`src/firmware_chunk_request_server_assert.svh`:
```
// Assertion macros shared by the firmware chunk request server modules
`ifndef FIRMWARE_CHUNK_REQUEST_SERVER_ASSERT_SVH
`define FIRMWARE_CHUNK_REQUEST_SERVER_ASSERT_SVH

// same-cycle implication, sampled on clk, off while rst_n is low
`define FCRS_ASSERT_NOW(lbl, ante, cons, msg) \
    lbl: assert property (@(posedge clk) disable iff (!rst_n) (ante) |-> (cons)) \
        else $error(msg);

// next-cycle implication, sampled on clk, off while rst_n is low
`define FCRS_ASSERT_NEXT(lbl, ante, cons, msg) \
    lbl: assert property (@(posedge clk) disable iff (!rst_n) (ante) |=> (cons)) \
        else $error(msg);

`endif

```
`src/fcrs_pkg.sv`:
```
// Types, constants and the CRC-8 step shared by the firmware chunk request server
package fcrs_pkg;

    localparam int COUNT_BITS_DEF = 16;

    localparam int CFG_IDX_W  = 3;
    localparam int CFG_DATA_W = 32;
    localparam int IMG_W      = 24;
    localparam int MS_W       = 32;

    localparam logic [7:0] HDR_START = 8'hAB;
    localparam logic [7:0] HDR_DATA  = 8'hA7;
    localparam logic [7:0] HDR_PAD   = 8'h00;
    localparam logic [7:0] CRC_INIT  = 8'hFF;
    localparam logic [7:0] CRC_POLY  = 8'h07;

    localparam logic [3:0] LEN_START = 4'd5;
    localparam logic [3:0] LEN_DATA  = 4'd10;

    // header plus payload; the CRC byte itself is never stored
    localparam int FRAME_DEPTH = 9;

    localparam logic [MS_W-1:0] QUIET_RST       = 32'd50;
    localparam logic [MS_W-1:0] START_TO_RST    = 32'd2000;
    localparam logic [MS_W-1:0] OVERALL_TO_RST  = 32'd30000;

    typedef enum logic [2:0] {
        EV_NONE      = 3'd0,
        EV_START_ACK = 3'd1,
        EV_EMPTY_ACK = 3'd2,
        EV_CHUNK     = 3'd3,
        EV_CRC_DROP  = 3'd4
    } event_t;

    typedef enum logic [2:0] {
        ST_RUNNING    = 3'd0,
        ST_OK         = 3'd1,
        ST_NO_IMAGE   = 3'd2,
        ST_NO_START   = 3'd3,
        ST_BAD_HEADER = 3'd4,
        ST_BAD_OFFSET = 3'd5,
        ST_STALLED    = 3'd6
    } status_t;

    typedef enum logic [CFG_IDX_W-1:0] {
        REG_IMAGE_LENGTH = 3'd0,
        REG_ACK_CODE     = 3'd1,
        REG_QUIET        = 3'd2,
        REG_START_TO     = 3'd3,
        REG_OVERALL_TO   = 3'd4
    } cfg_reg_t;

    // timer requests from the frame logic
    typedef struct packed {
        logic tick;
        logic rx;
    } tmr_ctl_t;

    // timeout decision for a tick transaction
    typedef struct packed {
        logic    expired;
        status_t code;
    } tmr_verdict_t;

    // CRC-8, poly 0x07, MSB first, one byte
    function automatic logic [7:0] crc8_step(input logic [7:0] crc, input logic [7:0] b);
        logic [7:0] c;
        c = crc ^ b;
        for (int i = 0; i < 8; i++) begin
            c = c[7] ? ({c[6:0], 1'b0} ^ CRC_POLY) : {c[6:0], 1'b0};
        end
        return c;
    endfunction

endpackage

```
`src/firmware_chunk_request_server.sv`:
```
// Top level of the firmware chunk request server: framing, CRC, request checks, result register
//
//  channel   | direction | handshake             | payload
//  ----------+-----------+-----------------------+---------------------------------------------
//  s_axis    | in        | s_axis_tvalid/tready  | tdata: rx_byte; tuser: mode
//  m_axis    | out       | m_axis_tvalid/tready  | tdata: status..start_count; tuser: event_res
//  cfg       | in        | cfg_valid/cfg_ready   | cfg_index, cfg_data (register write)
//
//  One registered result per input transaction; one transaction per cycle while no result sits unread.
//  The per-transaction path is the byte CRC step, the 33-bit offset+length add and its
//  compares against image_length; all state updates in the accepting cycle.
//  s_axis_tready drops only while a result sits unread in the output register.
//  cfg_ready is always high. rst_n is asynchronous, active low; no clearing pass is needed.
`include "firmware_chunk_request_server_assert.svh"

module firmware_chunk_request_server
#(
    parameter int COUNT_BITS = fcrs_pkg::COUNT_BITS_DEF
)
(
    input  logic                              clk,
    input  logic                              rst_n,

    input  logic                              s_axis_tvalid,
    output logic                              s_axis_tready,
    input  logic [7:0]                        s_axis_tdata,   // [7:0] rx_byte
    input  logic [0:0]                        s_axis_tuser,   // [0] mode

    output logic                              m_axis_tvalid,
    input  logic                              m_axis_tready,
    // [2:0] status, [26:3] chunk_offset, [42:27] chunk_length, [58:43] chip_id,
    // [66:59] loader_version, [82:67] card fault word, [90:83] ack_check,
    // [106:91] retransmit_count, [122:107] crc_error_count, [138:123] chunk_count,
    // [154:139] start_count, [159:155] zero
    output logic [159:0]                      m_axis_tdata,
    output logic [2:0]                        m_axis_tuser,   // [2:0] event_res

    input  logic                              cfg_valid,
    output logic                              cfg_ready,
    input  logic [fcrs_pkg::CFG_IDX_W-1:0]    cfg_index,
    input  logic [fcrs_pkg::CFG_DATA_W-1:0]   cfg_data
);

    localparam int IW = fcrs_pkg::IMG_W;
    localparam int LEN_LSB = 27;
    localparam int LEN_MSB = 42;

    // ---------------- configuration registers ----------------
    logic [IW-1:0]              image_length_reg;
    logic [7:0]                 ack_code_reg;
    logic [fcrs_pkg::MS_W-1:0]  quiet_ms_reg;
    logic [fcrs_pkg::MS_W-1:0]  start_to_reg;
    logic [fcrs_pkg::MS_W-1:0]  overall_to_reg;

    assign cfg_ready = 1'b1;

    always_ff @(posedge clk or negedge rst_n)
    begin
        if (!rst_n)
        begin
            image_length_reg <= '0;
            ack_code_reg     <= '0;
            quiet_ms_reg     <= fcrs_pkg::QUIET_RST;
            start_to_reg     <= fcrs_pkg::START_TO_RST;
            overall_to_reg   <= fcrs_pkg::OVERALL_TO_RST;
        end
        else if (cfg_valid && cfg_ready)
        begin
            unique case (cfg_index)
                fcrs_pkg::REG_IMAGE_LENGTH: image_length_reg <= cfg_data[IW-1:0];
                fcrs_pkg::REG_ACK_CODE:     ack_code_reg     <= cfg_data[7:0];
                fcrs_pkg::REG_QUIET:        quiet_ms_reg     <= cfg_data;
                fcrs_pkg::REG_START_TO:     start_to_reg     <= cfg_data;
                fcrs_pkg::REG_OVERALL_TO:   overall_to_reg   <= cfg_data;
                default: ;  // unused indexes are ignored
            endcase
        end
    end

    // ---------------- run state ----------------
    logic [7:0]             frame_bytes_reg [fcrs_pkg::FRAME_DEPTH];
    logic [3:0]             bytes_have_reg,   bytes_have_next;
    logic [3:0]             bytes_need_reg,   bytes_need_next;
    logic [7:0]             crc_reg,          crc_next;
    logic                   all_served_reg,   all_served_next;
    logic                   have_prev_reg,    have_prev_next;
    logic [IW-1:0]          prev_off_reg,     prev_off_next;
    logic [IW-1:0]          highest_end_reg,  highest_end_next;
    fcrs_pkg::status_t      run_status_reg,   run_status_next;
    logic [23:0]            start_info_reg,   start_info_next;
    logic [15:0]            card_err_reg,     card_err_next;
    logic [COUNT_BITS-1:0]  retx_cnt_reg,     retx_cnt_next;
    logic [COUNT_BITS-1:0]  crc_cnt_reg,      crc_cnt_next;
    logic [COUNT_BITS-1:0]  chunk_cnt_reg,    chunk_cnt_next;
    logic [COUNT_BITS-1:0]  start_cnt_reg,    start_cnt_next;

    logic                   frame_we;
    logic [3:0]             frame_waddr;

    // output register
    logic                   m_valid_reg;
    logic [159:0]           m_data_reg,  m_data_next;
    logic [2:0]             m_user_reg;

    logic                   s_fire;
    fcrs_pkg::event_t       ev;
    logic [IW-1:0]          out_off;
    logic [15:0]            out_len;
    logic [7:0]             ack_check;

    fcrs_pkg::tmr_ctl_t     tmr_ctl;
    fcrs_pkg::tmr_verdict_t tmr_verdict;

    // decoded data request fields (little endian)
    logic [15:0]            req_len;
    logic [31:0]            req_off;
    logic [15:0]            req_cerr;
    logic [32:0]            req_end;
    logic                   req_outside;

    assign s_axis_tready = !m_valid_reg || m_axis_tready;
    assign s_fire        = s_axis_tvalid && s_axis_tready;

    assign req_len  = {frame_bytes_reg[2], frame_bytes_reg[1]};
    assign req_off  = {frame_bytes_reg[6], frame_bytes_reg[5],
                       frame_bytes_reg[4], frame_bytes_reg[3]};
    assign req_cerr = {frame_bytes_reg[8], frame_bytes_reg[7]};
    assign req_end  = {1'b0, req_off} + {17'd0, req_len};
    assign req_outside = (req_off > {8'd0, image_length_reg}) ||
                         (req_end > {9'd0, image_length_reg});

    assign ack_check = fcrs_pkg::crc8_step(fcrs_pkg::CRC_INIT, ack_code_reg);

    fcrs_timer u_timer
    (
        .clk                (clk),
        .rst_n              (rst_n),
        .ctl                (tmr_ctl),
        .all_served         (all_served_reg),
        .start_seen         (start_cnt_reg != '0),
        .quiet_ms           (quiet_ms_reg),
        .start_timeout_ms   (start_to_reg),
        .overall_timeout_ms (overall_to_reg),
        .verdict            (tmr_verdict)
    );

    // ---------------- per-transaction logic ----------------
    always_comb
    begin
        bytes_have_next  = bytes_have_reg;
        bytes_need_next  = bytes_need_reg;
        crc_next         = crc_reg;
        all_served_next  = all_served_reg;
        have_prev_next   = have_prev_reg;
        prev_off_next    = prev_off_reg;
        highest_end_next = highest_end_reg;
        run_status_next  = run_status_reg;
        start_info_next  = start_info_reg;
        card_err_next    = card_err_reg;
        retx_cnt_next    = retx_cnt_reg;
        crc_cnt_next     = crc_cnt_reg;
        chunk_cnt_next   = chunk_cnt_reg;
        start_cnt_next   = start_cnt_reg;
        frame_we         = 1'b0;
        frame_waddr      = bytes_have_reg;
        ev               = fcrs_pkg::EV_NONE;
        out_off          = '0;
        out_len          = '0;
        tmr_ctl          = '0;

        // an ended run ignores everything
        if (s_fire && (run_status_reg == fcrs_pkg::ST_RUNNING))
        begin
            priority if (image_length_reg == '0)
            begin
                run_status_next = fcrs_pkg::ST_NO_IMAGE;
            end
            else if (s_axis_tuser[0])
            begin
                tmr_ctl.tick = 1'b1;
                if (tmr_verdict.expired)
                begin
                    run_status_next = tmr_verdict.code;
                end
            end
            else
            begin
                tmr_ctl.rx = 1'b1;
                priority if (bytes_need_reg == 4'd0)
                begin
                    // header slot: padding zeros skipped, unknown header ends the run
                    priority if (s_axis_tdata == fcrs_pkg::HDR_START ||
                                 s_axis_tdata == fcrs_pkg::HDR_DATA)
                    begin
                        bytes_need_next = (s_axis_tdata == fcrs_pkg::HDR_START) ?
                                          fcrs_pkg::LEN_START : fcrs_pkg::LEN_DATA;
                        bytes_have_next = 4'd1;
                        frame_we        = 1'b1;
                        frame_waddr     = 4'd0;
                        crc_next        = fcrs_pkg::crc8_step(fcrs_pkg::CRC_INIT,
                                                              s_axis_tdata);
                    end
                    else if (s_axis_tdata != fcrs_pkg::HDR_PAD)
                    begin
                        run_status_next = fcrs_pkg::ST_BAD_HEADER;
                    end
                    else
                    begin
                        run_status_next = run_status_reg;
                    end
                end
                else if (bytes_have_reg < bytes_need_reg - 4'd1)
                begin
                    frame_we        = 1'b1;
                    bytes_have_next = bytes_have_reg + 4'd1;
                    crc_next        = fcrs_pkg::crc8_step(crc_reg, s_axis_tdata);
                end
                else
                begin
                    // CRC byte closes the frame
                    bytes_have_next = 4'd0;
                    bytes_need_next = 4'd0;
                    crc_next        = fcrs_pkg::CRC_INIT;
                    priority if (crc_reg != s_axis_tdata)
                    begin
                        ev = fcrs_pkg::EV_CRC_DROP;
                        if (crc_cnt_reg != '1)
                        begin
                            crc_cnt_next = crc_cnt_reg + COUNT_BITS'(1);
                        end
                    end
                    else if (frame_bytes_reg[0] == fcrs_pkg::HDR_START)
                    begin
                        ev              = fcrs_pkg::EV_START_ACK;
                        start_info_next = {frame_bytes_reg[3], frame_bytes_reg[2],
                                           frame_bytes_reg[1]};
                        if (start_cnt_reg != '1)
                        begin
                            start_cnt_next = start_cnt_reg + COUNT_BITS'(1);
                        end
                    end
                    else
                    begin
                        // card error word is kept even if the offset check fails
                        if (req_cerr != '0)
                        begin
                            card_err_next = req_cerr;
                        end
                        priority if (req_len == '0)
                        begin
                            ev = fcrs_pkg::EV_EMPTY_ACK;
                        end
                        else if (req_outside)
                        begin
                            run_status_next = fcrs_pkg::ST_BAD_OFFSET;
                        end
                        else
                        begin
                            // inside the image, so offset and end fit in IW bits
                            ev = fcrs_pkg::EV_CHUNK;
                            if (have_prev_reg && (req_off[IW-1:0] == prev_off_reg))
                            begin
                                if (retx_cnt_reg != '1)
                                begin
                                    retx_cnt_next = retx_cnt_reg + COUNT_BITS'(1);
                                end
                            end
                            prev_off_next  = req_off[IW-1:0];
                            have_prev_next = 1'b1;
                            if (chunk_cnt_reg != '1)
                            begin
                                chunk_cnt_next = chunk_cnt_reg + COUNT_BITS'(1);
                            end
                            if (req_end[IW-1:0] > highest_end_reg)
                            begin
                                highest_end_next = req_end[IW-1:0];
                            end
                            if (highest_end_next >= image_length_reg)
                            begin
                                all_served_next = 1'b1;
                            end
                            out_off = req_off[IW-1:0];
                            out_len = req_len;
                        end
                    end
                end
            end
        end
    end

    // result word, built from the post-transaction state
    assign m_data_next = {5'd0,
                          16'(start_cnt_next),
                          16'(chunk_cnt_next),
                          16'(crc_cnt_next),
                          16'(retx_cnt_next),
                          ack_check,
                          card_err_next,
                          start_info_next[23:16],
                          start_info_next[15:0],
                          out_len,
                          out_off,
                          run_status_next};

    // frame store: written before read, no reset
    always_ff @(posedge clk)
    begin
        if (frame_we)
        begin
            frame_bytes_reg[frame_waddr] <= s_axis_tdata;
        end
    end

    always_ff @(posedge clk or negedge rst_n)
    begin
        if (!rst_n)
        begin
            bytes_have_reg  <= '0;
            bytes_need_reg  <= '0;
            crc_reg         <= fcrs_pkg::CRC_INIT;
            all_served_reg  <= 1'b0;
            have_prev_reg   <= 1'b0;
            prev_off_reg    <= '0;
            highest_end_reg <= '0;
            run_status_reg  <= fcrs_pkg::ST_RUNNING;
            start_info_reg  <= '0;
            card_err_reg    <= '0;
            retx_cnt_reg    <= '0;
            crc_cnt_reg     <= '0;
            chunk_cnt_reg   <= '0;
            start_cnt_reg   <= '0;
        end
        else
        begin
            bytes_have_reg  <= bytes_have_next;
            bytes_need_reg  <= bytes_need_next;
            crc_reg         <= crc_next;
            all_served_reg  <= all_served_next;
            have_prev_reg   <= have_prev_next;
            prev_off_reg    <= prev_off_next;
            highest_end_reg <= highest_end_next;
            run_status_reg  <= run_status_next;
            start_info_reg  <= start_info_next;
            card_err_reg    <= card_err_next;
            retx_cnt_reg    <= retx_cnt_next;
            crc_cnt_reg     <= crc_cnt_next;
            chunk_cnt_reg   <= chunk_cnt_next;
            start_cnt_reg   <= start_cnt_next;
        end
    end

    // output register: loads on every accepted transaction
    always_ff @(posedge clk or negedge rst_n)
    begin
        if (!rst_n)
        begin
            m_valid_reg <= 1'b0;
        end
        else if (s_fire)
        begin
            m_valid_reg <= 1'b1;
        end
        else if (m_axis_tready)
        begin
            m_valid_reg <= 1'b0;
        end
    end

    always_ff @(posedge clk)
    begin
        if (s_fire)
        begin
            m_data_reg <= m_data_next;
            m_user_reg <= ev;
        end
    end

    assign m_axis_tvalid = m_valid_reg;
    assign m_axis_tdata  = m_data_reg;
    assign m_axis_tuser  = m_user_reg;

    `FCRS_ASSERT_NEXT(a_status_sticky, run_status_reg != fcrs_pkg::ST_RUNNING,
        run_status_reg == $past(run_status_reg), "status left a final value")
    `FCRS_ASSERT_NOW(a_frame_fill, 1'b1,
        ((bytes_need_reg == 4'd0) == (bytes_have_reg == 4'd0)) &&
        (bytes_have_reg <= bytes_need_reg), "frame fill count out of step")
    `FCRS_ASSERT_NOW(a_chunk_nonempty, m_valid_reg && (m_user_reg == fcrs_pkg::EV_CHUNK),
        m_data_reg[LEN_MSB:LEN_LSB] != 16'd0, "chunk served with zero length")

endmodule

```
`src/fcrs_timer.sv`:
```
// Millisecond counters and quiet / start / overall timeout decision
`include "firmware_chunk_request_server_assert.svh"

module fcrs_timer
(
    input  logic                        clk,
    input  logic                        rst_n,
    input  fcrs_pkg::tmr_ctl_t          ctl,
    input  logic                        all_served,
    input  logic                        start_seen,
    input  logic [fcrs_pkg::MS_W-1:0]   quiet_ms,
    input  logic [fcrs_pkg::MS_W-1:0]   start_timeout_ms,
    input  logic [fcrs_pkg::MS_W-1:0]   overall_timeout_ms,
    output fcrs_pkg::tmr_verdict_t      verdict
);

    logic [fcrs_pkg::MS_W-1:0] elapsed_reg;
    logic [fcrs_pkg::MS_W-1:0] elapsed_next;
    logic [fcrs_pkg::MS_W-1:0] since_rx_reg;
    logic [fcrs_pkg::MS_W-1:0] since_rx_next;
    logic [fcrs_pkg::MS_W-1:0] elapsed_inc;
    logic [fcrs_pkg::MS_W-1:0] since_rx_inc;

    // saturating increments
    assign elapsed_inc  = (elapsed_reg == '1) ? elapsed_reg : elapsed_reg + 32'd1;
    assign since_rx_inc = (since_rx_reg == '1) ? since_rx_reg : since_rx_reg + 32'd1;

    always_comb
    begin
        verdict.expired = 1'b1;
        verdict.code    = fcrs_pkg::ST_RUNNING;
        priority if (all_served && (since_rx_inc >= quiet_ms))
        begin
            verdict.code = fcrs_pkg::ST_OK;
        end
        else if (!start_seen && (elapsed_inc >= start_timeout_ms))
        begin
            verdict.code = fcrs_pkg::ST_NO_START;
        end
        else if (elapsed_inc >= overall_timeout_ms)
        begin
            verdict.code = start_seen ? fcrs_pkg::ST_STALLED : fcrs_pkg::ST_NO_START;
        end
        else
        begin
            verdict.expired = 1'b0;
        end
    end

    always_comb
    begin
        elapsed_next  = elapsed_reg;
        since_rx_next = since_rx_reg;
        if (ctl.tick)
        begin
            elapsed_next  = elapsed_inc;
            since_rx_next = since_rx_inc;
        end
        else if (ctl.rx)
        begin
            since_rx_next = '0;
        end
    end

    always_ff @(posedge clk or negedge rst_n)
    begin
        if (!rst_n)
        begin
            elapsed_reg  <= '0;
            since_rx_reg <= '0;
        end
        else
        begin
            elapsed_reg  <= elapsed_next;
            since_rx_reg <= since_rx_next;
        end
    end

    `FCRS_ASSERT_NEXT(a_elapsed_monotonic, 1'b1, elapsed_reg >= $past(elapsed_reg), "elapsed time went backwards")
    `FCRS_ASSERT_NOW(a_since_le_elapsed, 1'b1, since_rx_reg <= elapsed_reg, "quiet time exceeds elapsed time")

endmodule
```
`config.mk`:
```
export PLATFORM = sky130hd
export DESIGN_NAME = firmware_chunk_request_server
export DESIGN_NICKNAME = d
export VERILOG_FILES = /design/src/fcrs_pkg.sv /design/src/firmware_chunk_request_server.sv /design/src/fcrs_timer.sv
export VERILOG_INCLUDE_DIRS = /design/src /design/src/src
export SDC_FILE = /design/constraint.sdc
export NUM_CORES = 1
export LEC_CHECK = 0
export BUFFER_PORTS_ARGS = -buffer_cell sky130_fd_sc_hd__buf_4
export CORE_ASPECT_RATIO = 2
export CORE_MARGIN = 2
export CORE_UTILIZATION = 35
export CTS_BUF_LIST = sky130_fd_sc_hd__clkbuf_8
export DETAILED_ROUTE_END_ITERATION = 7
export PLACE_DENSITY = 0.52
export RECOVER_POWER = 25
export SLEW_MARGIN = 15
export SYNTH_ARGS = -nofsm -noshare
export SYNTH_HDL_FRONTEND = slang
export SYNTH_HIERARCHICAL = 1
export SYNTH_SLANG_ARGS = --single-unit
```
`constraint.sdc`:
```
create_clock -name clk -period 6.95 [get_ports clk]
set_input_delay 0.3475 -clock clk [delete_from_list [all_inputs] [get_ports clk]]
set_output_delay 0.3475 -clock clk [all_outputs]
set_load 0.01 [all_outputs]
```
==> out/results.tsv, run 1 <==
metric	value	unit
outcome	finished, violations left	
violations	capacitance limit, slew limit	
p_comb_share	17.2	%
start_kind	register	
wl	81700	um
rsz0062_at_grt	no	
yosysSeqAreaShare	52.6	%
slowest_delay	970	ps
min_period_over_period	88.2	%
internal_power	6390	uW
critical_path_class	register to register	
worst_pin_slew	3220	ps
nNetsFinal	3188	
power_leakage	0.0161	uW
num-fill-cells	8431	
cp.required	7430	ps
cts_buffer_depth	3	
synth_edf_count	230	
drc_errors	0	
ys_ff_latch	594	
cts_root_buffer	clkbuf_8	
max-cap-violations	6	
power_frac_seq	46.4	%
vias_per_cell	5.02	
cts.reportedPaths.clkPinSlew	70	ps
synth_top_cell_by_area	dfrtp_1	
final_common_cell	dfrtp_1	
min_period	6130	ps
slew_viol_final	253	
syn_area_per_cell	11.7	um2
ios	215	
skew	40.9	ps
cp_top_family	compound AO/OA/AOI/OAI gates	
dieArea	89600	um2
yosys_warnings	6	
path_cells	ha_1 -> fa_1 -> a21oi_1 -> o22ai_1 -> o21ai_0 -> nand2b_1 -> a21oi_1 -> xnor2_1 -> ha_1 -> a21oi_1 -> o21ai_0 -> a2111oi_0 -> and4b_1 -> nor4_4 -> nand4_4 -> nand2b_4 -> or4b_4 -> xnor2_2	
row_count	153	
postLayoutSetupSlackWorst	820	ps
final-setup-viol-count	0	
ys_types	82	
area_growth	17.4	%
arrival	6610	ps
multi_input_area	13400	um2
cp_common_cell	a21oi_1	
hpwl	58300	um
synth_area_leaders	dfrtp_1, edfxtp_1, ha_1	
dp.cells	3928	
final_cell_mix	dfrtp_1, ha_1, edfxtp_1	
worstHoldPathType	primary input to register	
grt_first_pass_wirelength	126000	um
grt.total_usage	18.5	%
grt_pass1_vias	21118	
die_y	421	um
slowest_stage	a2111oi_0	
synth_area	30500	um2
timing.setup.tns	0	ps
synth_top_area_share	27.9	%
drtPass1Iterations	5	
stdcell_count	4150	
r2r_slack	820	ps
synthFlopType	dfrtp_1	
syn_inst	2614	
start_util	35.2	%
htreeDepth	3	
wl_per_cell	19.7	um
grt_max_degree	126	
clockPowerShare	36.4	%
largest_reg_flops	155	
overflow	0	
async_reset_ff_share	61.3	%
hold_viol	0	
regArea	16000	um2
port_buffers	208	
ir_worst_vdd	0.000171	V
clock_latency	760	ps
tritoncts	built	
swShare	28.6	%
antenna_found_initial	3	
worstPathMaxFanout	10	
drive_gt1_share	19.9	%
p_switching	2550	uW
timing.max_slew.rel_slack	-115	%
ant_nets	0	
cts_setup_buffers	0	
core_area	86500	um2
cts.sinks	594	
num_vias	20829	
worst-path-buf-inv	0	
end_kind	register	
cts_buffers	94	
gp_congestion	0.859	
fmax	163	MHz
pre_cts_slack	944	ps
power.density	250	nW/um2
drtIter0Drc	1157	
die_w	213	um
==> final timing paths <==
path | cells after the start | start | endpoint
setup / recovery | 18 | frame_bytes_reg[1][0] | m_axis_tdata[130]
hold / removal | 4 | cfg_index[0] | ack_code_reg[7]
setup reg to reg | 18 | frame_bytes_reg[1][0] | m_axis_tdata[130]
hold reg to reg | 1 | crc_cnt_reg[10] | crc_cnt_reg[10]
max in group asynchronous | 3 | rst_n | m_axis_tvalid
min in group asynchronous | 2 | rst_n | u_timer/elapsed_reg[7]
==> cells by family after synthesis <==
family,count (synthesis),synth area share [%]
AOI/OAI and AO/OA,390,8.20
xor gates and xnor gates,223,6.43
adders and majority gates,233,9.59
buffers and inverters,261,3.40
DFF,594,52.6
muxes,202,7.42
other,2,0.0246
and+or+nand+nor,709,12.3
==> Yosys cell counts (24+ instances only) <==
| library cell | count |
|---|---|
| a21oi_1 | 95 |
| nand4_1 | 88 |
| ha_1 | 232 |
| and2_1 | 50 |
| inv_1 | 179 |
| dfrtp_1 | 340 |
| nor4_1 | 29 |
| xor2_1 | 70 |
| o21ai_0 | 104 |
| dfstp_2 | 24 |
| edfxtp_1 | 230 |
| nand3_1 | 96 |
| mux2_2 | 188 |
| xnor2_1 | 152 |
| nor3_1 | 35 |
| and3_1 | 32 |
| clkbuf_1 | 54 |
| nand2_1 | 185 |
| nor2_1 | 100 |
| a21o_1 | 67 |
==> power groups by stage <==
stage               sequential, uW  combinational, uW  clock, uW
floorplan                     4190               1010          0
finish                        4150               1540       3260
global route                  4190               1740       3530
CTS                           4150               1560       3390
detailed placement            4220               1530          0
global placement              4210               1500          0
==> worst register-to-register path, delay by kind of cell (launching register included) <==
kind	cells	cell delay [ps]
and+or+nand+nor	6	1810
AOI/OAI and AO/OA	7	2020
adders and majority gates	3	1080
DFF	1	470
xor gates and xnor gates	2	510
==> per-stage QoR <==
step	hold WS [ps]	power, uW	utilization, %	cell area, um2
floorplan	51.9	5200	-	30500
detailed placement	300	5750	38.6	33400
global route	228	9470	41.4	35800
CTS	67.8	9100	41.5	35900
finish	264	8950	41.4	35800
global placement	291	5710	38.6	33400
==> area by class of cell <==
class,count,share of cell area [%]
flip-flops and latches,594,44.8
well taps,1162,4.06
clock buffers,114,4.38
multi-input cells,1763,37.5
repair buffers,274,5.99
clock inverters,62,1.33
inverters,179,1.88
diodes,2,0.0140
==> timing repair <==
| item | in CTS | in global routing |
|---|---|---|
| gates resized for setup | 0 | 0 |
| hold buffers | 44 | 0 |
| hold endpoints to repair | 254 | 0 |
==> per-layer routing <==
metal	share of wire (%)	GRT usage (%)	routed length, um	vias up
li1	-	-	-	10002
met1	46	25.3	37200	10132
met2	46	28.9	37300	551
met3	6.0	4.13	4860	142
met4	2.8	6.31	2310	2
met5	0.0098	0	8	-
Power figures use the tool's default switching activity.
==> inputs of run 2 (changes only) <==
--- a/config.mk
+++ b/config.mk
@@ -17,5 +17,4 @@
 export SLEW_MARGIN = 15
 export SYNTH_ARGS = -nofsm -noshare
 export SYNTH_HDL_FRONTEND = slang
-export SYNTH_HIERARCHICAL = 1
 export SYNTH_SLANG_ARGS = --single-unit
==> out/results.tsv, run 2 <==
metric	value	unit	change
outcome	finished, violations left		
violations	capacitance limit, slew limit		
ir_worst_vdd	0.000139	V	-19%
drtPass1Iterations	5		unchanged
worst_pin_slew	4430	ps	+1210 ps
ys_ff_latch	594		unchanged
worst-path-buf-inv	4		+4
fin_hold_ws	356	ps	+92.9 ps
skew	47.6	ps	+6.70 ps
yosysMostFrequentCell	dfrtp_1		
final-setup-viol-count	0		unchanged
critical_path_class	register to register		
largest_reg_flops	155		unchanged
wl_per_cell	20.5	um	+4.2%
timing.rr.start	frame_bytes_reg[3][0]		
die_y	420	um	-0.21%
final_common_cell	dfrtp_1		
gp_congestion	0.888		+3.4%
synth_top_cell_by_area	dfrtp_1		
syn_area_per_cell	11.3	um2	-2.7%
cp.required	7600	ps	+170 ps
arrival	7050	ps	+440 ps
die_w	212	um	-0.21%
grt_first_pass_wirelength	133000	um	+4.9%
min_period_over_period	92.0	%	+3.8 points
worstPathMaxFanout	17		+7
grt_pass1_vias	22765		+7.8%
synth_top_area_share	28.0	%	+0.12 points
yosysSeqAreaShare	52.9	%	+0.23 points
grt.total_usage	19.7	%	+1.2 points
cts_buffers	91		-3.2%
hp-start	cfg_index[0]		
cp-startpoint	frame_bytes_reg[3][0]		
r2r_end	all_served_reg		
slowest_delay	420	ps	-550 ps
cts.reportedPaths.clkPinSlew	70	ps	about the same
slowest_stage	edfxtp_1		
ios	215		unchanged
fin_area	35600	um2	-0.41%
drc_errors	0		unchanged
timing.max_slew.rel_slack	-195	%	-81 points
cp_top_family	compound AO/OA/AOI/OAI gates		
tritoncts	built		
async_reset_ff_share	61.3	%	unchanged
drive_gt1_share	18.1	%	-1.8 points
num-fill-cells	8213		-2.6%
timing.setup.tns	0	ps	unchanged
clock_latency	780	ps	+20 ps
grt_max_degree	146		+16%
hold_depth	3		-1
slew_viol_final	284		+12%
dpl_cell_area	33400	um2	-0.10%
yosys_warnings	0		-6
dieArea	89200	um2	-0.43%
cts.sinks	594		unchanged
synthFlopType	dfrtp_1		
cts_root_buffer	clkbuf_8		
whs_endpoint	ack_code_reg[2]		
r2r_slack	550	ps	-270 ps
power_leakage	0.0162	uW	+0.92%
synth_area_leaders	dfrtp_1, edfxtp_1, ha_1		
hold_viol	0		unchanged
fmax	156	MHz	-4.1%
synth_edf_count	230		unchanged
synthTopCellsByCount	dfrtp_1, nand2_1, ha_1, edfxtp_1, inv_1		
ant_nets	0		unchanged
ys_types	86		+4.9%
core_area	85800	um2	-0.87%
nNetsFinal	3253		+2.0%
wl	86200	um	+5.6%
rsz0062_at_grt	no		
start_util	35.4	%	+0.16 points
pre_cts_slack	490	ps	-454 ps
max-cap-violations	5		-1
min_period	6400	ps	+265 ps
end_kind	register		
port_buffers	208		unchanged
power.density	247	nW/um2	-1.4%
hpwl	64400	um	+10%
cts_buffer_depth	3		unchanged
htreeDepth	3		unchanged
final_cell_mix	dfrtp_1, nand2_1, ha_1		
overflow	0		unchanged
antenna_found_initial	2		-1
worstHoldPathType	primary input to register		
synth_area	30300	um2	-0.43%
vias_per_cell	5.13		+2.3%
postLayoutSetupSlackWorst	555	ps	-265 ps
num_vias	21585		+3.6%
area_growth	17.4	%	about the same
r2r_cells	30		+12
syn_inst	2675		+2.3%
row_count	152		-0.65%
cts_setup_buffers	0		unchanged
start_kind	register		
drtIter0Drc	981		-15%
==> run 2: cell count changes after synthesis, moves of 18 or more <==
cell,previous run,this run
nand2_1,185,238
a21oi_1,95,72
nand4_1,88,65
xor2_1,70,94
nor2_1,100,130
and2_1,50,16
mux2_4,1,19
mux2_2,188,122
and3_1,32,69
o21ai_0,104,166
xnor2_1,152,129
nor3_1,35,56
==> run 2: worst max-delay path by stage <==
stage | endpoint | depth (start not counted)
floorplan | all_served_reg | 28
global placement | all_served_reg | 29
detailed placement | all_served_reg | 29
CTS | all_served_reg | 29
global route | all_served_reg | 30
finish | all_served_reg | 30
==> run 2: tightest hold or removal path: stages <==
cell and delay, ps:
buf_4 140, and3b_1 310, mux2_2 280
==> run 2: kinds of logic (layout without fill, tap and decap cells) <==
logic type      after synthesis  after routing  synth area share [%]
fa+ha+maj                   233            233                  9.63
flops                       594            594                  52.9
buf+inv                     265            633                  3.45
compound gates              419            419                  8.71
other cells                   2              8                0.0247
xor+xnor                    223            223                  6.44
simple gates                785            785                  13.0
mux                         154            154                  5.90
==> run 2: what timing repair did <==
item	4_1_cts	5_1_grt
hold buffers	44	0
endpoints found under the setup margin	0	1
endpoints found under the hold margin	289	0
resized for setup	0	1
==> run 2: where the power goes <==
part / switching (uW) / total, uW / internal [uW]
logic: 890 / 1550 / 656
registers: 193 / 4160 / 3970
clock network: 1480 / 3080 / 1600
==> run 2: final cells by class <==
class                      instances  area (um2)  area share [%]
multi-input combinational       1820       13300            37.4
antenna                            2        5.00          0.0140
tap                             1155        1450            4.05
clock buffer                     103        1420            3.98
sequential                       594       16000            45.0
timing repair buffer             287        2240            6.30
inverter                         177         664            1.86
clock inverter                    66         490            1.38
==> run 2: metal layers <==
metal / vias to the layer above / share of wire (%) / global-route usage, %
met1: 10749 / 37 / 20.4
li1: 10180 / - / -
met4: 0 / 4.8 / 10.1
met2: 489 / 55 / 37.7
met3: 167 / 3.7 / 3.02
met5: - / 0 / 0
==> run 2: through the flow <==
stage	utilization, %	cells	power (uW)
floorplan	-	2679	5210
global placement	38.9	3989	5710
detailed placement	38.9	3989	5770
CTS	41.6	4202	8930
global route	41.6	4204	9300
finish	41.6	4204	8790
==> inputs of run 3 (changes only) <==
--- a/config.mk
+++ b/config.mk
@@ -12,7 +12,7 @@
 export CORE_UTILIZATION = 35
 export CTS_BUF_LIST = sky130_fd_sc_hd__clkbuf_8
 export DETAILED_ROUTE_END_ITERATION = 7
-export PLACE_DENSITY = 0.52
+export PLACE_DENSITY = 0.56
 export RECOVER_POWER = 25
 export SLEW_MARGIN = 15
 export SYNTH_ARGS = -nofsm -noshare
==> out/results.tsv, run 3 (synthesized netlist as in run 2, its figures left out) <==
metric	value	unit	change
hpwl	63100	um	-2.0%
cts.sinks	594		unchanged
cts_root_buffer	clkbuf_8		
wl_per_cell	20.1	um	-1.9%
violations	capacitance limit, slew limit		
critical_path_class	register to register		
ir_worst_vdd	0.000150	V	+7.8%
fmax	158	MHz	+0.73%
vias_per_cell	5.17		+0.62%
postLayoutSetupSlackWorst	602	ps	+46.7 ps
hold_viol	0		unchanged
cp.required	7590	ps	about the same
final-setup-viol-count	0		unchanged
grt_first_pass_wirelength	131000	um	-1.5%
area_growth	17.9	%	
worstHoldPathType	primary input to register		
drtIter0Drc	1185		+21%
timing.max_slew.rel_slack	-183	%	+12 points
grt_pass1_vias	23073		+1.4%
drc_errors	0		unchanged
min_period_over_period	91.3	%	-0.67 points
power.density	252	nW/um2	+2.3%
num-fill-cells	8096		-1.4%
end_kind	register		
port_buffers	208		unchanged
max-cap-violations	5		unchanged
pre_cts_slack	425	ps	-65.7 ps
core_area	85800	um2	unchanged
rsz0062_at_grt	no		
row_count	152		unchanged
regArea	16000	um2	unchanged
slowest_stage	edfxtp_1		
min_period	6350	ps	-46.7 ps
clock_latency	770	ps	about the same
overflow	0		unchanged
dieArea	89200	um2	unchanged
start_util	35.4	%	unchanged
cts_setup_buffers	0		unchanged
multi_input_area	13300	um2	about the same
htreeDepth	3		unchanged
skew	45.8	ps	-1.78 ps
antenna_found_initial	1		-1
tritoncts	built		
final_cell_mix	dfrtp_1, nand2_1, ha_1		
grt.total_usage	19.2	%	-0.44 points
drtPass1Iterations	5		unchanged
final_common_cell	dfrtp_1		
arrival	6990	ps	-60 ps
wl	84500	um	-2.0%
largest_reg_flops	155		unchanged
slew_viol_final	284		unchanged
ios	215		unchanged
gp_congestion	0.894		+0.74%
outcome	finished, violations left		
num_vias	21703		+0.55%
cts.reportedPaths.clkPinSlew	70	ps	about the same
power_leakage	0.0162	uW	about the same
die_y	420	um	unchanged
nNetsFinal	3249		-0.12%
drive_gt1_share	18.7	%	+0.60 points
worst_pin_slew	4240	ps	-186 ps
worstPathMaxFanout	10		-7
grt_max_degree	106		-27%
die_w	212	um	unchanged
cts_buffers	90		-1.1%
timing.setup.tns	0	ps	unchanged
ant_nets	0		unchanged
slowest_delay	440	ps	+20 ps
cts_buffer_depth	3		unchanged
start_kind	register		
## run 3: path summary, 6_finish.rpt
path / start / to / slack (ps) / cells after the start
setup / recovery: frame_bytes_reg[3][0] / all_served_reg / 600 / 28
hold / removal: cfg_data[24] / quiet_ms_reg[24] / 380 / 4
setup reg to reg: frame_bytes_reg[3][0] / all_served_reg / 600 / 28
hold reg to reg: crc_reg[7] / crc_reg[7] / 490 / 2
max in group asynchronous: rst_n / retx_cnt_reg[0] / 2520 / 3
min in group asynchronous: rst_n / ack_code_reg[3] / 1660 / 2
## run 3: what timing repair did
item / in CTS / in global routing
gates resized for setup: 0 / 3
hold buffers: 44 / 0
setup endpoints to repair: 0 / 1
endpoints found under the hold margin: 283 / 0
## run 3: final cells by class
type,instances,area share (%)
well taps,1155,4.04
inverters,177,1.86
flip-flops and latches,594,44.9
clock buffers,112,4.31
repair buffers,284,6.16
diodes,1,0.00700
clock inverters,58,1.50
multi-input cells,1820,37.3
## run 3: through the flow
stage,cell area (um2),hold WS (ps),util (%),std cells,total power [uW]
after floorplan,30400,51.9,-,2679,5210
after CTS,35800,135,41.8,4200,9150
after detailed placement,33300,374,38.8,3986,5760
final,35800,377,41.7,4201,9020
after global placement,33300,360,38.8,3986,5700
after global routing,35800,345,41.7,4201,9520
## run 3: power breakdown
part / internal, uW / switching [uW]
combinational: 652 / 887
sequential: 3970 / 195
clock: 1810 / 1510
## run 3: per-layer routing
metal | up-vias | track usage, % | part of all wire (%) | routed length [um]
met5 | - | 0 | 0 | 0
met4 | 0 | 12.6 | 6.4 | 5440
met3 | 228 | 2.62 | 4.0 | 3420
met2 | 602 | 35.9 | 53 | 44900
met1 | 10697 | 19.9 | 36 | 30700
li1 | 10176 | - | - | -
## run 3: critical path, delay by kind of cell, from the launching register on
family          cells  cell delay, ps
xor+xnor            1             150
compound gates     15            3190
fa+ha+maj           4            1090
mux                 1             350
buf+inv             3             440
flops               1             440
simple gates        4             560
